File: config.mk
export PLATFORM = sky130hd
export DESIGN_NAME = rbrn_div
export DESIGN_NICKNAME = d
export VERILOG_FILES = /design/src/rtl/assert_macros.svh /design/src/rtl/rbrn_pkg.sv /design/src/rtl/rbrn_div.sv
export SDC_FILE = /design/constraint.sdc
export NUM_CORES = 1
export LEC_CHECK = 0
export BUFFER_PORTS_ARGS = -buffer_cell sky130_fd_sc_hd__buf_2
export CORE_MARGIN = 8
export CORE_UTILIZATION = 57
export DETAILED_ROUTE_END_ITERATION = 10
export PLACE_DENSITY = 0.85
export SLEW_MARGIN = 20
export SYNTH_ARGS = -nofsm -noshare
export SYNTH_HDL_FRONTEND = slang
export SYNTH_SLANG_ARGS = --single-unit
File: constraint.sdc
create_clock -name clk -period 4.17 [get_ports clk]
set_input_delay 0.834 -clock clk [delete_from_list [all_inputs] [get_ports clk]]
set_output_delay 0.834 -clock clk [all_outputs]
set_load 0.05 [all_outputs]
File: src/rtl/assert_macros.svh
// assertion helpers for the rtl files, included by the core
`ifndef ASSERT_MACROS_SVH
`define ASSERT_MACROS_SVH

// clocked check, muted while reset is low
`define ASSERT_AT_CLK(label, prop, msg) \
	label: assert property (@(posedge clk) disable iff (!arst_n) prop) else $error(msg);

// clocked check that also holds during reset
`define ASSERT_ALWAYS(label, prop, msg) \
	label: assert property (@(posedge clk) prop) else $error(msg);

`endif

File: src/rtl/rbrn_pkg.sv
// ----------------------------------------------------------------------------
// rbrn_pkg
// shared types and constants of the bilinear resize / normalize core
// ----------------------------------------------------------------------------
`default_nettype none

package rbrn_pkg;

	localparam int SRC_W    = 10;
	localparam int TGT_W    = 11;
	localparam int SXY_W    = 9;
	localparam int CH_W     = 8;
	localparam int PIX_W    = 3 * CH_W;
	localparam int TXY_W    = 10;
	localparam int OFF_W    = 20;
	localparam int NORM_W   = 17;
	localparam int FRAC_W   = 16;
	localparam int COORD_W  = SRC_W + FRAC_W;

	// coordinate divider
	localparam int DIVIDEND_W = 21 + FRAC_W;
	localparam int DIVISOR_W  = TGT_W + 1;

	// shared multiplier
	localparam int MUL_A_W = 25;
	localparam int MUL_B_W = 17;
	localparam int MUL_P_W = MUL_A_W + MUL_B_W;

	// rounding and divide by 255 via reciprocal
	localparam logic [MUL_P_W-1:0] ROUND_BIAS  = MUL_P_W'(255 * 32768);
	localparam logic [MUL_B_W-1:0] RECIP_255   = MUL_B_W'(32897);
	localparam logic [MUL_B_W-1:0] CONST_255   = MUL_B_W'(255);
	localparam logic [MUL_B_W-1:0] WEIGHT_ONE  = MUL_B_W'(65536);

	localparam logic [1:0] CFG_SOURCE_WIDTH  = 2'd0;
	localparam logic [1:0] CFG_SOURCE_HEIGHT = 2'd1;
	localparam logic [1:0] CFG_TARGET_WIDTH  = 2'd2;
	localparam logic [1:0] CFG_TARGET_HEIGHT = 2'd3;

	localparam logic CMD_WRITE = 1'b0;
	localparam logic CMD_QUERY = 1'b1;

	typedef struct packed {
		logic             cmd;
		logic [SXY_W-1:0] source_x;
		logic [SXY_W-1:0] source_y;
		logic [CH_W-1:0]  red_in;
		logic [CH_W-1:0]  green_in;
		logic [CH_W-1:0]  blue_in;
		logic [TXY_W-1:0] target_x;
		logic [TXY_W-1:0] target_y;
	} in_word_t;

	typedef struct packed {
		logic [OFF_W-1:0]  plane_offset;
		logic [NORM_W-1:0] red_out;
		logic [NORM_W-1:0] green_out;
		logic [NORM_W-1:0] blue_out;
	} out_word_t;

endpackage

`default_nettype wire

File: src/rtl/rbrn_div.sv
// ----------------------------------------------------------------------------
// rbrn_div
// restoring divider, one quotient bit per cycle
// ----------------------------------------------------------------------------
`default_nettype none

module rbrn_div (
	input  wire logic                                clk,
	input  wire logic                                arst_n,
	input  wire logic                                start,
	input  wire logic [rbrn_pkg::DIVIDEND_W-1:0]     dividend,
	input  wire logic [rbrn_pkg::DIVISOR_W-1:0]      divisor,
	output logic                                     busy,
	output logic [rbrn_pkg::DIVIDEND_W-1:0]          quotient
);

	localparam int DW  = rbrn_pkg::DIVIDEND_W;
	localparam int VW  = rbrn_pkg::DIVISOR_W;
	localparam int CW  = $clog2(DW);

	logic          busy_q;
	logic [CW-1:0] cnt_q;
	logic [VW-1:0] rem_q;
	logic [VW-1:0] dvs_q;
	logic [DW-1:0] quo_q;
	logic [VW:0]   shifted;
	logic          fits;

	assign shifted = {rem_q, quo_q[DW-1]};
	assign fits    = shifted >= {1'b0, dvs_q};

	always_ff @(posedge clk or negedge arst_n) begin
		if (!arst_n) begin
			busy_q <= 1'b0;
			cnt_q  <= '0;
		end else if (start) begin
			busy_q <= 1'b1;
			cnt_q  <= CW'(DW - 1);
		end else if (busy_q) begin
			if (cnt_q == '0) begin
				busy_q <= 1'b0;
			end else begin
				cnt_q <= cnt_q - 1'b1;
			end
		end
	end

	always_ff @(posedge clk) begin
		if (start) begin
			rem_q <= '0;
			dvs_q <= divisor;
			quo_q <= dividend;
		end else if (busy_q) begin
			rem_q <= fits ? VW'(shifted - {1'b0, dvs_q}) : VW'(shifted);
			quo_q <= {quo_q[DW-2:0], fits};
		end
	end

	assign busy     = busy_q;
	assign quotient = quo_q;

endmodule

`default_nettype wire

After elaboration in Yosys (flattened, before gate mapping):

Cells that the tools add are included.

* flip-flop bits (word level): 68
* bits of input ports: 52
* word-level logic and storage cells: 21

* add/subtract/negate cells: 2
* magnitude comparators: 1
* equal/unequal tests: 1
* muxes and demuxes: 9
* reductions and logical operators: 3

Operators by type and width (count)
* $mux W37: 2
* $mux W6: 3
* $ge A13 B12 Y1: 1
* $mux W12: 1
* $sub A12 B12 Y12: 1
* $logic_not A6 Y1: 1
* $sub A6 B1 Y6 const B: 1
* $mux W1: 3
* $ne A2 B2 Y1 const B: 1
* $reduce_and A2 Y1: 1
* $reduce_bool A2 Y1: 1

Logic depth before layout (Yosys ltp):

* word-level depth: 4
* gate-level depth with buffers: 10
* depth with buffers taken out: 9

Least setup slack after synthesis:

OpenSTA, ideal clock, no wires.

* path kind: reg-to-reg
* from: register quo_q[36] (netlist: quotient[36])
* to: register rem_q[10]
* arrival: 2308 ps
* required time: 4079 ps
* slack: 1771 ps
* cell stages (with the launch flop): 10
* path buffers: 0
* period minus slack after synthesis: 2399 ps
* cells stage by stage: edfxtp_1 -> inv_1 -> ha_1 -> fa_1 -> nor2b_1 -> o31a_1 -> o311ai_0 -> mux2i_1 -> o21ai_0 -> a311oi_1

* longest elaborated chain between the ends: 2
* elaborated cells on any way between the ends: 3
* classes of those cells: add/sub: 1; order compare: 1; mux: 1

Ends and longest elaborated chain
* from (decl): RTL line rbrn_div.sv:25 `logic [DW-1:0] quo_q;`
* from (signal assigned): RTL line rbrn_div.sv:52 `quo_q <= dividend;`
* from (signal assigned): RTL line rbrn_div.sv:55 `quo_q <= {quo_q[DW-2:0], fits};`
* $sub A12 B12 Y12 / $ge A13 B12 Y1 (equally long branches): RTL line rbrn_div.sv:54, rbrn_div.sv:30
* $mux W12 *: RTL line rbrn_div.sv:54 `rem_q <= fits ? VW'(shifted - {1'b0, dvs_q}) : VW'(shifted);`
* to (signal assigned): RTL line rbrn_div.sv:54
* to (decl): RTL line rbrn_div.sv:23 `logic [VW-1:0] rem_q;`

Mark *: on every way between the ends. The rest lies on a longest branch, timed or not.
A chain may end at the register's enable or synchronous reset.

Worst setup path after layout:

* from: register busy_q (netlist: busy)
* to: output port busy

RTL lines
* from (decl): RTL line rbrn_div.sv:21 `logic busy_q;`
* from (signal assigned): RTL line rbrn_div.sv:34 `busy_q <= 1'b0;`
* from (signal assigned): RTL line rbrn_div.sv:37 `busy_q <= 1'b1;`
* from (signal assigned): RTL line rbrn_div.sv:41 `busy_q <= 1'b0;`
* to (decl): RTL line rbrn_div.sv:13 `output logic busy,`

No word-level cell between the ends.

==> run summary <==
STA classifies the critical path startpoint as a flip-flop. For this run, the post-layout net count is 437. The count of buffers added on input and output ports is 89.

Most instantiated flip-flop cell in the synthesis netlist: sky130_fd_sc_hd__edfxtp_1. The core region is 5890 µm². Power comes to 0.00245 W.

In this run the mean area of a mapped cell was 12.4 µm². Traced cell by cell, the critical path runs through buf_2. Category of the critical setup timing path: flip-flop to output port.

Headroom to the max-slew limit: 40.2%. Setup repair after global routing left no endpoint under its margin. The first-iteration detailed-routing DRC count came out at 118. The post-synthesis cell count is 280. At the worst endpoint, the arrival time is 1690 ps. Initial core utilization: 58.8%. Detailed routing inserted a total of 2,533 vias.

Clock tree synthesis inserted a total of 9 buffers. Kind of cell adding the most delay to the critical path: flip-flops. Worst reg-to-reg setup slack: 1700 ps. The final count of pins violating max slew is 0, and the post-cts gate resize count is 0.

The worst path buffer plus inverter count was 1. The total of warnings raised by yosys came out at 0. The run gives 2,561 as the via count of the first global-routing pass. The run finished with clean final reports.

Leaving out fill and tap cells, the most frequent cells in the layout are 89 x sky130_fd_sc_hd__buf_2, 49 x sky130_fd_sc_hd__edfxtp_1, 38 x sky130_fd_sc_hd__mux2_2. The run gives 18.1% as the all-layer global routing usage. Across the run, the number of max-cap violations was 0.

The clock tree synthesis step divided the H-tree into 3 levels. No sink is reached through more buffers than the 2 on the longest clock path. For this run, design rule violations remaining after detail routing come to 0. The total grt overflow was 0. The initial antenna violation count is 0, and the hold buffer count at CTS is 0. The largest fanout on the critical path was 28. The clock arrives with 4.26 ps of skew.

The tools report the count of final setup violators as 0. The run gives 90 as the number of top-level pins. 0 antenna diodes ended up in the layout. Counting every sink on the clock net gives 68. The logs give 1.82 nW for the leakage power and 12,200 µm for the first-pass GRT wire length. The critical path starts at busy. The cell depth of the worst setup path works out to 1. The die height was 93.9 µm; the average vias per placed instance was 5.63. The number of nets still failing antenna checks after routing was 0.

The floorplan step defined a die boundary enclosing 8820 µm². The area growth from synthesis to layout is 20.2%. After detailed routing, the average wire length per cell comes to 17.0 µm. The total power per unit cell area is 590 nW/µm², and the total nets after synthesis is 347. The required arrival time at the worst endpoint is 3340 ps. The kind of path behind the tightest hold check was input port to asynchronous set/reset pin. VDD sags by at most 0.311 mV.

Counting the fill cells in the layout gives 440. Routability-driven placement finished with a final weighted congestion of 0.914. Yosys mapped a number of flops with a built-in enable equal to 49.

Summed over all failing endpoints, the final setup total negative slack is 0 ps. The share of the Yosys chip area taken by registers is 54.5%. TritonCTS built the clock tree.

The slowest stage of the critical path belongs to the cell sky130_fd_sc_hd__dfrtp_1. The final layout contains routed wiring with a total length of 7670 µm. For the post-CTS repair timing setup buffer count, the log shows 0.

The proportion of total power due to net switching works out to 38.7%. The synthesized design contains 68 register bits. The count of endpoints failing hold in the final timing report is 0, and the slew at the pin closest to its max-slew limit is 897 ps. The proportion of layout cells with a drive suffix above 1 works out to 41.3%. Counting I/O delays and the setup requirement, the final critical path takes 2520 ps.

Counting cells, the worst reg-to-reg path comes to 8. The largest net degree at the start of global routing was 42; the post-route non-filler standard cell count was 450. After floorplanning, the core was divided into 28 placement rows. The number of search-and-repair iterations in the first detailed-routing pass was 4; the clock network latency to the later pin of the worst-skew pair was 350 ps. The HPWL after detailed placement is 5630 µm.

After detailed placement, the design holds a cell count of 434. The clock network burns 22.0% of the power. The cell area that synthesis handed to floorplanning was 3460 µm².

The end point of the critical path is busy. The longest individual stage delay on the worst path is 930 ps, and the highest attainable clock frequency is 396 MHz. The power spent charging and discharging nets is 0.000950 W. The nature of the critical path endpoint is an output port. The internal portion of the total power is 0.00150 W.

The capture instance of the worst register-to-register path was rem_q[0]. The fraction of the cycle the final worst path needs was 60.5%. Clock tree synthesis selected as its root buffer the cell sky130_fd_sc_hd__clkbuf_8.

The x dimension of the die is 93.9 µm, and the sequential group share of total power is 39.0%. The fraction of synthesis flops using an asynchronous set or reset pin was 10.3%. After clock tree synthesis, the clock-pin slew on the worst setup and hold paths is 70 ps. Per report_power, the combinational group accounts for 39.0% of the total. The beginning of the worst register-to-register path is dvs_q[3]. The number of library cell types mapped by synthesis is 50. The library cell used most frequently in the layout, excluding fill and tap cells, is sky130_fd_sc_hd__buf_2.
worst min-delay path by stage:
stage / startpoint / to / slack, ps / depth (start not counted)
after global placement: rem_q[4] / rem_q[4] / 490 / 2
after floorplan: rem_q[8] / rem_q[9] / 470 / 2
after detailed placement: rem_q[3] / rem_q[4] / 500 / 2
final: arst_n / cnt_q[5] / 310 / 1
after global routing: arst_n / cnt_q[0] / 310 / 1
after CTS: arst_n / cnt_q[4] / 300 / 1
sequential cells by signal, indices dropped and copies added, names as in the netlist:
name	flops
busy	1
cnt_q	6
dvs_q	12
quotient	37
rem_q	12
synthesized netlist by cell type (6+ instances only):
cell	count	share of area, %
sky130_fd_sc_hd__a211oi_1	9	2.0
sky130_fd_sc_hd__a21oi_1	6	0.87
sky130_fd_sc_hd__clkbuf_1	9	0.98
sky130_fd_sc_hd__dfrtp_1	7	5.1
sky130_fd_sc_hd__dfxtp_1	12	6.9
sky130_fd_sc_hd__edfxtp_1	49	43
sky130_fd_sc_hd__ha_1	14	5.1
sky130_fd_sc_hd__inv_1	20	2.2
sky130_fd_sc_hd__mux2_2	38	12
sky130_fd_sc_hd__nand2_1	15	1.6
sky130_fd_sc_hd__nor2_1	19	2.1
sky130_fd_sc_hd__o21ai_0	7	1.0
sky130_fd_sc_hd__xnor2_1	6	1.5
power by group through the flow:
stage                     clock [W]  combinational [W]  sequential, W
after CTS                  0.000552           0.000958       0.000957
final                      0.000540           0.000957       0.000956
after floorplan                   0           0.000581        0.00113
after detailed placement          0           0.000949       0.000968
after global placement            0           0.000922       0.000960
after global routing       0.000575            0.00104       0.000977
final cells by class:
cell class                 count  area, µm²  area share [%]
clock buffer                   9        124            2.98
tap                           75       93.8            2.25
multi-input combinational    180       1450            34.7
inverter                      20       75.1            1.80
clock inverter                 7       76.3            1.83
sequential                    68       1890            45.3
timing repair buffer          91        460            11.1
kinds of logic (layout without fill, tap and decap cells):
logic type | after synthesis | in the layout | synth area share (%)
compound gates | 55 | 55 | 12.1
fa+ha+maj | 15 | 15 | 5.64
simple gates | 58 | 58 | 7.92
xor+xnor | 9 | 9 | 2.28
flops | 68 | 68 | 54.5
buf+inv | 32 | 127 | 3.72
mux | 43 | 43 | 13.8
stage by stage:
stage / setup WS (ps) / hold slack [ps] / util [%] / cell area [µm²]
4_1_cts: 1640 / 303 / 70.7 / 4160
3_5_place_dp: 1730 / 500 / 67.3 / 3960
2_1_floorplan: 1770 / 471 / - / 3460
3_3_place_gp: 1840 / 491 / 67.3 / 3960
5_1_grt: 1550 / 309 / 70.7 / 4160
6_report: 1650 / 313 / 70.7 / 4160
routing by layer:
layer  GRT usage [%]  part of all wire [%]  routed length (µm)
met1            20.9                    40                3040
met2            30.6                    51                3930
met3            3.28                   6.2                 472
met4            11.4                   2.9                 221
met5               0                     0                   0
Note: power is estimated with default switching activity, not from simulation.
